[src/hdl/ps2sc_pkg.sv]
// shared constants, key kind codes and the set-1 character lookup
// no dependencies
`timescale 1ns / 1ps

package ps2sc_pkg;

    localparam int CODE_W = 24;
    localparam int KIND_W = 4;
    localparam int CHAR_W = 7;

    // key kind codes
    localparam logic [KIND_W-1:0] KIND_NONE   = 4'd0;
    localparam logic [KIND_W-1:0] KIND_CHAR   = 4'd1;
    localparam logic [KIND_W-1:0] KIND_ESC    = 4'd2;
    localparam logic [KIND_W-1:0] KIND_UP     = 4'd3;
    localparam logic [KIND_W-1:0] KIND_DOWN   = 4'd4;
    localparam logic [KIND_W-1:0] KIND_PGUP   = 4'd5;
    localparam logic [KIND_W-1:0] KIND_PGDOWN = 4'd6;
    localparam logic [KIND_W-1:0] KIND_HOME   = 4'd7;
    localparam logic [KIND_W-1:0] KIND_END    = 4'd8;

    // prefix bytes
    localparam logic [7:0] PREFIX_E0 = 8'hE0;
    localparam logic [7:0] PREFIX_E1 = 8'hE1;

    // codes with a meaning of their own
    localparam logic [CODE_W-1:0] CODE_ESC       = 24'h000001;
    localparam logic [CODE_W-1:0] CODE_LSHIFT_MK = 24'h00002A;
    localparam logic [CODE_W-1:0] CODE_RSHIFT_MK = 24'h000036;
    localparam logic [CODE_W-1:0] CODE_LSHIFT_BK = 24'h0000AA;
    localparam logic [CODE_W-1:0] CODE_RSHIFT_BK = 24'h0000B6;
    localparam logic [CODE_W-1:0] CODE_UP        = 24'h00E048;
    localparam logic [CODE_W-1:0] CODE_DOWN      = 24'h00E050;
    localparam logic [CODE_W-1:0] CODE_PGUP      = 24'h00E049;
    localparam logic [CODE_W-1:0] CODE_PGDOWN    = 24'h00E051;
    localparam logic [CODE_W-1:0] CODE_HOME      = 24'h00E047;
    localparam logic [CODE_W-1:0] CODE_END       = 24'h00E04F;

    // codes below this have a table entry
    localparam logic [CODE_W-1:0] TABLE_SIZE = 24'h00003A;

    // german layout character for a set-1 make code, 0 when there is none
    function automatic logic [CHAR_W-1:0] char_lookup(input logic [5:0] idx,
                                                      input logic       shifted);
        logic [CHAR_W-1:0] plain;
        logic [CHAR_W-1:0] digit_sh;
        plain    = 7'h00;
        digit_sh = 7'h00;
        unique case (idx)
            6'h02: begin plain = 7'h31; digit_sh = 7'h21; end
            6'h03: begin plain = 7'h32; digit_sh = 7'h22; end
            6'h04: begin plain = 7'h33; digit_sh = 7'h33; end
            6'h05: begin plain = 7'h34; digit_sh = 7'h24; end
            6'h06: begin plain = 7'h35; digit_sh = 7'h25; end
            6'h07: begin plain = 7'h36; digit_sh = 7'h26; end
            6'h08: begin plain = 7'h37; digit_sh = 7'h2F; end
            6'h09: begin plain = 7'h38; digit_sh = 7'h28; end
            6'h0A: begin plain = 7'h39; digit_sh = 7'h29; end
            6'h0B: begin plain = 7'h30; digit_sh = 7'h3D; end
            6'h10: plain = 7'h71;
            6'h11: plain = 7'h77;
            6'h12: plain = 7'h65;
            6'h13: plain = 7'h72;
            6'h14: plain = 7'h74;
            6'h15: plain = 7'h7A;
            6'h16: plain = 7'h75;
            6'h17: plain = 7'h69;
            6'h18: plain = 7'h6F;
            6'h19: plain = 7'h70;
            6'h1C: plain = 7'h0A;
            6'h1E: plain = 7'h61;
            6'h1F: plain = 7'h73;
            6'h20: plain = 7'h64;
            6'h21: plain = 7'h66;
            6'h22: plain = 7'h67;
            6'h23: plain = 7'h68;
            6'h24: plain = 7'h6A;
            6'h25: plain = 7'h6B;
            6'h26: plain = 7'h6C;
            6'h2C: plain = 7'h79;
            6'h2D: plain = 7'h78;
            6'h2E: plain = 7'h63;
            6'h2F: plain = 7'h76;
            6'h30: plain = 7'h62;
            6'h31: plain = 7'h6E;
            6'h32: plain = 7'h6D;
            6'h39: plain = 7'h20;
            default: plain = 7'h00;
        endcase
        if (!shifted) begin
            return plain;
        end else if (digit_sh != 7'h00) begin
            return digit_sh;
        end else if (plain >= 7'h61 && plain <= 7'h7A) begin
            // lower to upper case
            return plain ^ 7'h20;
        end else begin
            return plain;
        end
    endfunction

endpackage

[src/hdl/ps2sc_assembler.sv]
// prefix tracker: joins E0 and E1 sequences into one scan code
// depends on ps2sc_pkg
`timescale 1ns / 1ps

module ps2sc_assembler
    import ps2sc_pkg::*;
(
    input  logic              aclk,
    input  logic              aresetn,
    input  logic              advance,
    input  logic [7:0]        rx_byte,
    output logic [CODE_W-1:0] scan_code
);

    // prefix phase codes
    localparam logic [1:0] PH_IDLE   = 2'd0;
    localparam logic [1:0] PH_E0     = 2'd1;
    localparam logic [1:0] PH_E1     = 2'd2;
    localparam logic [1:0] PH_E1_MID = 2'd3;

    logic [1:0] phase_reg, phase_next;
    logic [7:0] ext_byte_reg, ext_byte_next;

    // next phase and assembled code
    always_comb begin
        phase_next    = phase_reg;
        ext_byte_next = ext_byte_reg;
        scan_code     = '0;
        unique case (phase_reg)
            PH_E0: begin
                scan_code  = {8'h00, PREFIX_E0, rx_byte};
                phase_next = PH_IDLE;
            end
            PH_E1: begin
                ext_byte_next = rx_byte;
                phase_next    = PH_E1_MID;
            end
            PH_E1_MID: begin
                scan_code  = {PREFIX_E1, ext_byte_reg, rx_byte};
                phase_next = PH_IDLE;
            end
            default: begin
                if (rx_byte == PREFIX_E0) begin
                    phase_next = PH_E0;
                end else if (rx_byte == PREFIX_E1) begin
                    phase_next = PH_E1;
                end else begin
                    scan_code = {16'h0000, rx_byte};
                end
            end
        endcase
    end

    // state moves only when a beat passes to the result register
    always_ff @(posedge aclk) begin
        if (!aresetn) begin
            phase_reg    <= PH_IDLE;
            ext_byte_reg <= 8'h00;
        end else if (advance) begin
            phase_reg    <= phase_next;
            ext_byte_reg <= ext_byte_next;
        end
    end

endmodule

[src/hdl/ps2sc_translate.sv]
// translation of an assembled scan code and the shift-held flag
// depends on ps2sc_pkg
`timescale 1ns / 1ps

module ps2sc_translate
    import ps2sc_pkg::*;
(
    input  logic              aclk,
    input  logic              aresetn,
    input  logic              advance,
    input  logic [CODE_W-1:0] scan_code,
    output logic [KIND_W-1:0] key_kind,
    output logic [CHAR_W-1:0] char_code
);

    logic              shift_reg;
    logic [CHAR_W-1:0] lookup;

    assign lookup = char_lookup(scan_code[5:0], shift_reg);

    // key kind and character
    always_comb begin
        key_kind  = KIND_NONE;
        char_code = '0;
        unique case (scan_code)
            CODE_ESC:    key_kind = KIND_ESC;
            CODE_UP:     key_kind = KIND_UP;
            CODE_DOWN:   key_kind = KIND_DOWN;
            CODE_PGUP:   key_kind = KIND_PGUP;
            CODE_PGDOWN: key_kind = KIND_PGDOWN;
            CODE_HOME:   key_kind = KIND_HOME;
            CODE_END:    key_kind = KIND_END;
            default: begin
                // shift make codes have no table entry, break codes lie above it
                if (scan_code < TABLE_SIZE && lookup != '0) begin
                    key_kind  = KIND_CHAR;
                    char_code = lookup;
                end
            end
        endcase
    end

    // shift-held flag, only plain shift codes count
    always_ff @(posedge aclk) begin
        if (!aresetn) begin
            shift_reg <= 1'b0;
        end else if (advance) begin
            if (scan_code == CODE_LSHIFT_MK || scan_code == CODE_RSHIFT_MK) begin
                shift_reg <= 1'b1;
            end else if (scan_code == CODE_LSHIFT_BK || scan_code == CODE_RSHIFT_BK) begin
                shift_reg <= 1'b0;
            end
        end
    end

endmodule

[src/hdl/ps2_scancode_to_ascii_decoder.sv]
// ps2 set-1 scan code decoder: input register, assembler, translator, result register
// path: an accepted input beat is held in the input register, then in the result register, which drives m_valid
// throughput: one beat per cycle while m_ready is high, set by the input and result registers alone
// reset: synchronous active-low aresetn empties both registers and clears prefix and shift
// depends on ps2sc_pkg, ps2sc_assembler, ps2sc_translate
`timescale 1ns / 1ps

module ps2_scancode_to_ascii_decoder
    import ps2sc_pkg::*;
(
    input  logic              aclk,
    input  logic              aresetn,
    input  logic              s_valid,
    output logic              s_ready,
    input  logic [7:0]        s_rx_byte,
    output logic              m_valid,
    input  logic              m_ready,
    output logic [CODE_W-1:0] m_scan_code,
    output logic [KIND_W-1:0] m_key_kind,
    output logic [CHAR_W-1:0] m_char_code
);

    logic              in_valid_reg;
    logic [7:0]        in_byte_reg;
    logic              out_valid_reg;
    logic [CODE_W-1:0] scan_code_reg, scan_code_next;
    logic [KIND_W-1:0] key_kind_reg, key_kind_next;
    logic [CHAR_W-1:0] char_code_reg, char_code_next;
    logic              advance;

    // beat moves to the result register when that register is free or being drained
    assign advance = in_valid_reg && (!out_valid_reg || m_ready);
    assign s_ready = !in_valid_reg || advance;

    // input register
    always_ff @(posedge aclk) begin
        if (!aresetn) begin
            in_valid_reg <= 1'b0;
        end else if (s_ready) begin
            in_valid_reg <= s_valid;
        end
    end

    always_ff @(posedge aclk) begin
        if (s_valid && s_ready) begin
            in_byte_reg <= s_rx_byte;
        end
    end

    ps2sc_assembler u_assembler (
        .aclk      (aclk),
        .aresetn   (aresetn),
        .advance   (advance),
        .rx_byte   (in_byte_reg),
        .scan_code (scan_code_next)
    );

    ps2sc_translate u_translate (
        .aclk      (aclk),
        .aresetn   (aresetn),
        .advance   (advance),
        .scan_code (scan_code_next),
        .key_kind  (key_kind_next),
        .char_code (char_code_next)
    );

    // result register
    always_ff @(posedge aclk) begin
        if (!aresetn) begin
            out_valid_reg <= 1'b0;
        end else if (advance) begin
            out_valid_reg <= 1'b1;
        end else if (m_ready) begin
            out_valid_reg <= 1'b0;
        end
    end

    always_ff @(posedge aclk) begin
        if (advance) begin
            scan_code_reg <= scan_code_next;
            key_kind_reg  <= key_kind_next;
            char_code_reg <= char_code_next;
        end
    end

    assign m_valid     = out_valid_reg;
    assign m_scan_code = scan_code_reg;
    assign m_key_kind  = key_kind_reg;
    assign m_char_code = char_code_reg;

endmodule

[config.mk]
export PLATFORM = sky130hd
export DESIGN_NAME = ps2_scancode_to_ascii_decoder
export DESIGN_NICKNAME = d
export VERILOG_FILES = /design/src/hdl/ps2sc_pkg.sv /design/src/hdl/ps2sc_assembler.sv /design/src/hdl/ps2sc_translate.sv /design/src/hdl/ps2_scancode_to_ascii_decoder.sv
export SDC_FILE = /design/constraint.sdc
export NUM_CORES = 1
export LEC_CHECK = 0
export BUFFER_PORTS_ARGS = -buffer_cell sky130_fd_sc_hd__buf_4
export CORE_AREA = 2 2 97 62
export CTS_CLUSTER_SIZE = 8
export DETAILED_ROUTE_END_ITERATION = 12
export DIE_AREA = 0 0 99 64
export MAX_ROUTING_LAYER = met4
export PLACE_DENSITY = 0.81
export SLEW_MARGIN = 20
export SYNTH_ARGS = -nofsm -noshare
export SYNTH_HDL_FRONTEND = slang
export SYNTH_SLANG_ARGS = --single-unit
[constraint.sdc]
create_clock -name aclk -period 4.7 [get_ports aclk]
set_clock_uncertainty 0.2 [all_clocks]
set_input_delay 0.705 -clock aclk [delete_from_list [all_inputs] [get_ports aclk]]
set_output_delay 0.705 -clock aclk [all_outputs]
set_load 0.005 [all_outputs]
==> run metrics, run 1 <==
status=completed; post-layout worst setup margin=1.56 ns; CTS max path bufs=2; largest net degree at the start of global routing=29; root buf cell=clkbuf_8; Die Footprint=6340 um2; GRT busiest layer=met1; most numerous cell in the Yosys netlist=edfxtp_1; Yosys warnings=0; Vias=2459; max-slew violation count=0; setup repair after global routing missed its margin=no; hold_buf cts=0; worst min path class=reg -> reg; met1 Resource Use GR=0.372; CTS tree=yes; ANT cells=0; r2r startpoint=u_assembler.phase_reg[0]$_SDFFE_PN0P_; worst reg2reg path depth=6; Post-Route Setup TNS=0 ns; CTS Sinks=49; max-cap viol count=0; critical path arrival=2.99 ns; crit path launch=u_assembler.phase_reg[0]$_SDFFE_PN0P_; CP Max Fanout=25; DR pass1 iterations=5; most frequent cells after synthesis=edfxtp_1 (36), nor2_1 (32), nand2_1 (17), a21oi_1 (16), dfxtp_1 (13); final setup violation count=0; slew margin rel.=0.344; DIE WIDTH=99 um; met2 GRT Util=0.336; Remaining DRCs=0; # port buffers=44; Leakage=1.21 nW; routed vias/inst=6.26; Initial Utilization=0.541; setup bufs post-CTS=0; largest area contributor in the netlist=edfxtp_1; H-tree levels=2; asr flop ratio synth=0; Worst-path clk slew=0.10 ns; hpwl dp=5.21 mm; post-synthesis sequential area ratio=0.460; post-route minimum period=3.14 ns; DRT iter0 DRCs=238; VDD IR max=0.000187 V; first-pass GRT wire length=11.9 mm; Row Count=21; Setup crit start kind=flip-flop; hold_sp=u_assembler.ext_byte_reg[6]$_SDFFE_PN0P_; endpoints failing hold=0; grt met3 use=0.0646; Yosys reg bits=49; Post-Syn Instances=297; Die Ht=64 um; Least-Margin Pin Slew=0.985 ns; Final nets=335; Area Overhead vs Synth=12.4%; Core ar.=5390 um2; top post-synthesis cells by area=edfxtp_1 (37%), dfxtp_1 (8.9%), nor2_1 (4.1%); Num CTS Buffers=5; top-area cell type share of the netlist area=0.371; I/O pin total=49; Detailed Route WL=7.34 mm; pwr/cell area=272 nW/um2; post-cts sizing count=0; synth unique cells=62; max reg flops=17; Final Cycle Share=0.668; GPL Wtd Cong=0.961; Overflow after GRT=0; aggregate global-route resource usage=0.250; layout cell share with drive strength beyond 1=0.213; Max Clock Freq=319 MHz; Cell Area, Synth=2910 um2; worst slack, placed=1.62 ns; Worst setup EP type=flip-flop; Avg Inst Size Synth=9.81 um2; kind of critical path=reg -> reg; Post-synth EDFFs=36; worst skew pair latency=0.31 ns; Worst Path Required=4.55 ns; vias in the first global route=2208; Hold Crit Depth=2; DR WL/cell=18.7 um; ANT nets after route=0; Top FF cell, synth=edfxtp_1; Filler cells=460; initial antenna violation count=0
==> power by group <==
| group | total (mW) | switching [mW] | internal, mW | leakage [nW] |
|---|---|---|---|---|
| clock network | 0.269 | 0.160 | 0.109 | 0.0466 |
| registers | 0.502 | 0.0213 | 0.481 | 0.444 |
| logic | 0.118 | 0.0674 | 0.0506 | 0.722 |
==> critical path, stage by stage, from the launching register on <==
cell and delay [ns]:
dfxtp_1 0.86, nand2b_1 0.54, nand2_1 0.14, nor4b_1 0.48
nand2_1 0.18, nor4b_1 0.40, a311oi_2 0.08
==> final timing paths <==
check                                              to  slack [ns]
max reg2reg              m_char_code[2]$_SDFFCE_PP0P_        1.56
max                      m_char_code[2]$_SDFFCE_PP0P_        1.56
min          u_assembler.ext_byte_reg[6]$_SDFFE_PN0P_        0.30
min reg2reg  u_assembler.ext_byte_reg[6]$_SDFFE_PN0P_        0.30
==> logic make-up after synthesis <==
group | after synthesis | share of synthesized area
multiplexers | 9 | 0.0309
XOR/XNOR | 3 | 0.00902
AND/OR/NAND/NOR | 120 | 0.228
other | 1 | 0.00129
buffers and inverters | 44 | 0.0816
AO/OA/AOI/OAI | 71 | 0.189
flip-flops | 49 | 0.460
==> final cells by class <==
cell class,instances,area (um2),area share
multi-input combinational,207,1350,0.412
tap,69,86.3,0.0264
sequential,49,1340,0.409
clock buffer,5,68.8,0.0210
inverter,12,45.0,0.0138
timing repair buffer,48,360,0.110
clock inverter,3,25.0,0.00764
==> stage by stage <==
| step | power (mW) | area (um2) | hold slack [ns] | util | instances |
|---|---|---|---|---|---|
| final | 0.890 | 3280 | 0.305 | 0.608 | 393 |
| after global routing | 0.926 | 3280 | 0.352 | 0.608 | 393 |
| after CTS | 0.892 | 3280 | 0.314 | 0.608 | 393 |
| after detailed placement | 0.628 | 3180 | 0.289 | 0.591 | 385 |
| after global placement | 0.627 | 3180 | 0.275 | 0.591 | 385 |
| after floorplan | 0.584 | 2930 | 0.247 | - | 300 |
==> cells in the final DEF (no fill, tap or decap), types with 3 or more instances in the layout <==
cell type,n
clkbuf_8,5
a21boi_0,4
conb_1,4
or3_1,3
nand3_1,11
a21oi_1,16
buf_4,48
nor2b_1,8
nor3_1,9
xor2_1,3
a211oi_1,5
and3_1,5
a31oi_1,5
edfxtp_1,36
nor2_1,32
o21ai_0,6
o21a_1,3
inv_1,11
o211ai_1,6
mux2i_1,9
dfxtp_1,13
nand2_1,17
and2_1,7
nand4_1,6
o21ai_1,4
==> routing by layer <==
| metal | vias up | share of wire | wire length (um) |
|---|---|---|---|
| li1 | 1140 | - | - |
| met2 | 144 | 0.42 | 3110 |
| met1 | 1160 | 0.45 | 3330 |
| met4 | 0 | 0.014 | 101 |
| met5 | - | 0 | 0 |
| met3 | 15 | 0.11 | 798 |
(Power assumes the default switching activity.)
==> run 2, diff against run 1 <==
--- a/config.mk
+++ b/config.mk
@@ -6,12 +6,12 @@
 export NUM_CORES = 1
 export LEC_CHECK = 0
 export BUFFER_PORTS_ARGS = -buffer_cell sky130_fd_sc_hd__buf_4
-export CORE_AREA = 2 2 97 62
+export CORE_AREA = 2 2 101 64
 export CTS_CLUSTER_SIZE = 8
 export DETAILED_ROUTE_END_ITERATION = 12
-export DIE_AREA = 0 0 99 64
+export DIE_AREA = 0 0 103 66
 export MAX_ROUTING_LAYER = met4
-export PLACE_DENSITY = 0.81
+export PLACE_DENSITY = 0.79
 export SLEW_MARGIN = 20
 export SYNTH_ARGS = -nofsm -noshare
 export SYNTH_HDL_FRONTEND = slang
==> constraint.sdc (replaced) <==
create_clock -name aclk -period 2.7 [get_ports aclk]
set_clock_uncertainty 0.2 [all_clocks]
set_input_delay 0.405 -clock aclk [delete_from_list [all_inputs] [get_ports aclk]]
set_output_delay 0.405 -clock aclk [all_outputs]
set_load 0.005 [all_outputs]
==> run 2 against run 1 <==
Register-to-register slack got worse by 1.5 ns; critical endpoint is now m_char_code[0]$_SDFFCE_PP0P_; routed wire length rose by 10%; critical path depth did not move; sequential cell count did not move; first-iteration DRC count rose by 11%; fmax rose by 20%; sequential power rose by 70%; combinational power rose by 130%; non-clock buffer count rose by 31; largest power group unchanged; power rose by 77%; via count rose by 3.8%.
==> run metrics, run 2 (synthesis results as in run 1) <==
status=completed; Core ar.=5890 um2; Row Count=22; setup bufs post-CTS=0; DIE WIDTH=103 um; P_int=1.14 mW; Worst Path Required=2.56 ns; Num CTS Buffers=5; VDD IR max=0.000252 V; Area Overhead vs Synth=20.9%; Worst-path clk slew=0.10 ns; GPL Wtd Cong=0.968; Setup crit start kind=flip-flop; # port buffers=44; ANT nets after route=0; Post-Route Setup TNS=0 ns; DRT iter0 DRCs=264; I/O pin total=49; most frequent cells in the layout=buf_4 (79), edfxtp_1 (36), nor2_1 (32); final setup violation count=0; commonest non-fill, non-tap cell in the layout=buf_4; max-cap viol count=0; Detailed Route WL=8.08 mm; Seq pwr share=0.541; endpoints failing hold=0; dpl cell area=3430 um2; Post-Place Cells=431; Vias=2552; H-tree levels=2; Remaining DRCs=0; Max Clock Freq=383 MHz; hpwl dp=6.14 mm; CTS max path bufs=2; Die Ht=66 um; Least-Margin Pin Slew=0.498 ns; initial antenna violation count=0; Final Cell Area=3520 um2; DR pass1 iterations=5; Overflow after GRT=0; fin cells=439; max-slew violation count=0; first-pass GRT wire length=13.0 mm; Final Cycle Share=0.967; setup repair after global routing missed its margin=no; Final nets=366; layout cell share with drive strength beyond 1=0.285; ANT cells=0; slew margin rel.=0.667; kind of critical path=reg -> reg; CTS tree=yes; max reg flops=17; Initial Utilization=0.495; Sw Share=0.276; worst min path class=in -> reg; CTS Sinks=49; pwr/cell area=446 nW/um2; critical path arrival=2.47 ns; vias in the first global route=2355; Comb power frac=0.169; Die Footprint=6800 um2; Worst setup EP type=flip-flop; Psw=0.434 mW; post-route minimum period=2.61 ns; Clock power frac=0.290; CP Max Fanout=6; aggregate global-route resource usage=0.265; Leakage=1.36 nW; routed vias/inst=5.81; largest net degree at the start of global routing=26; DR WL/cell=18.4 um; root buf cell=clkbuf_8; worst skew pair latency=0.31 ns
[run 2: per-layer routing]
layer / part of all wire / vias to the layer above / track usage / routed length (um)
met2: 0.41 / 126 / 0.368 / 3340
met1: 0.49 / 1215 / 0.397 / 3950
met5: 0 / - / - / 0
met3: 0.089 / 11 / 0.0539 / 722
met4: 0.0089 / 0 / 0.0592 / 72
li1: - / 1200 / - / -
[run 2: critical path: stages, from the launching register on]
cell and delay (ns):
edfxtp_1 0.48, and4b_2 0.34, a311oi_4 0.38, o21ai_0 0.23, o41ai_1 0.48, buf_4 0.18, a21oi_1 0.06
[run 2: path summary, 6_finish.rpt]
check                                           startpoint                                       end  slack, ns  cells after the start
setup reg to reg                  in_byte_reg[7]$_DFFE_PP_              m_char_code[0]$_SDFFCE_PP0P_       0.09                      6
hold reg to reg   u_assembler.ext_byte_reg[0]$_SDFFE_PN0P_  u_assembler.ext_byte_reg[0]$_SDFFE_PN0P_       0.30                      2
hold / removal                                s_rx_byte[1]                  in_byte_reg[1]$_DFFE_PP_       0.06                      1
setup / recovery                  in_byte_reg[7]$_DFFE_PP_              m_char_code[0]$_SDFFCE_PP0P_       0.09                      6
[run 2: power by group through the flow]
stage	Combinational (mW)	Clock, mW	Sequential (mW)
4_1_cts	0.261	0.459	0.851
3_5_place_dp	0.260	0	0.868
2_1_floorplan	0.147	0	0.869
3_3_place_gp	0.263	0	0.867
5_1_grt	0.288	0.485	0.854
6_report	0.266	0.455	0.851
[run 2: layout make-up]
type | instances | area, um2
repair buffers | 79 | 593
well taps | 84 | 105
fillers | 540 | 2370
flip-flops and latches | 49 | 1340
inverters | 12 | 45.0
multi-input cells | 207 | 1350
clock inverters | 2 | 13.8
clock buffers | 6 | 72.6
[run 2: through the flow]
step	worst slack, ns	total power [mW]	util	hold WS (ns)
6_report	0.0882	1.57	0.598	0.0588
2_1_floorplan	0.0629	1.02	-	0.247
4_1_cts	0.137	1.57	0.597	0.0576
3_5_place_dp	0.149	1.13	0.583	0.276
5_1_grt	0.00149	1.63	0.598	0.0500
3_3_place_gp	0.214	1.13	0.583	0.261
[run 2: timing repair]
item | 4_1_cts | 5_1_grt
endpoints found under the setup margin | 0 | 1
hold buffers | 0 | 0
gates resized for setup | 0 | 2
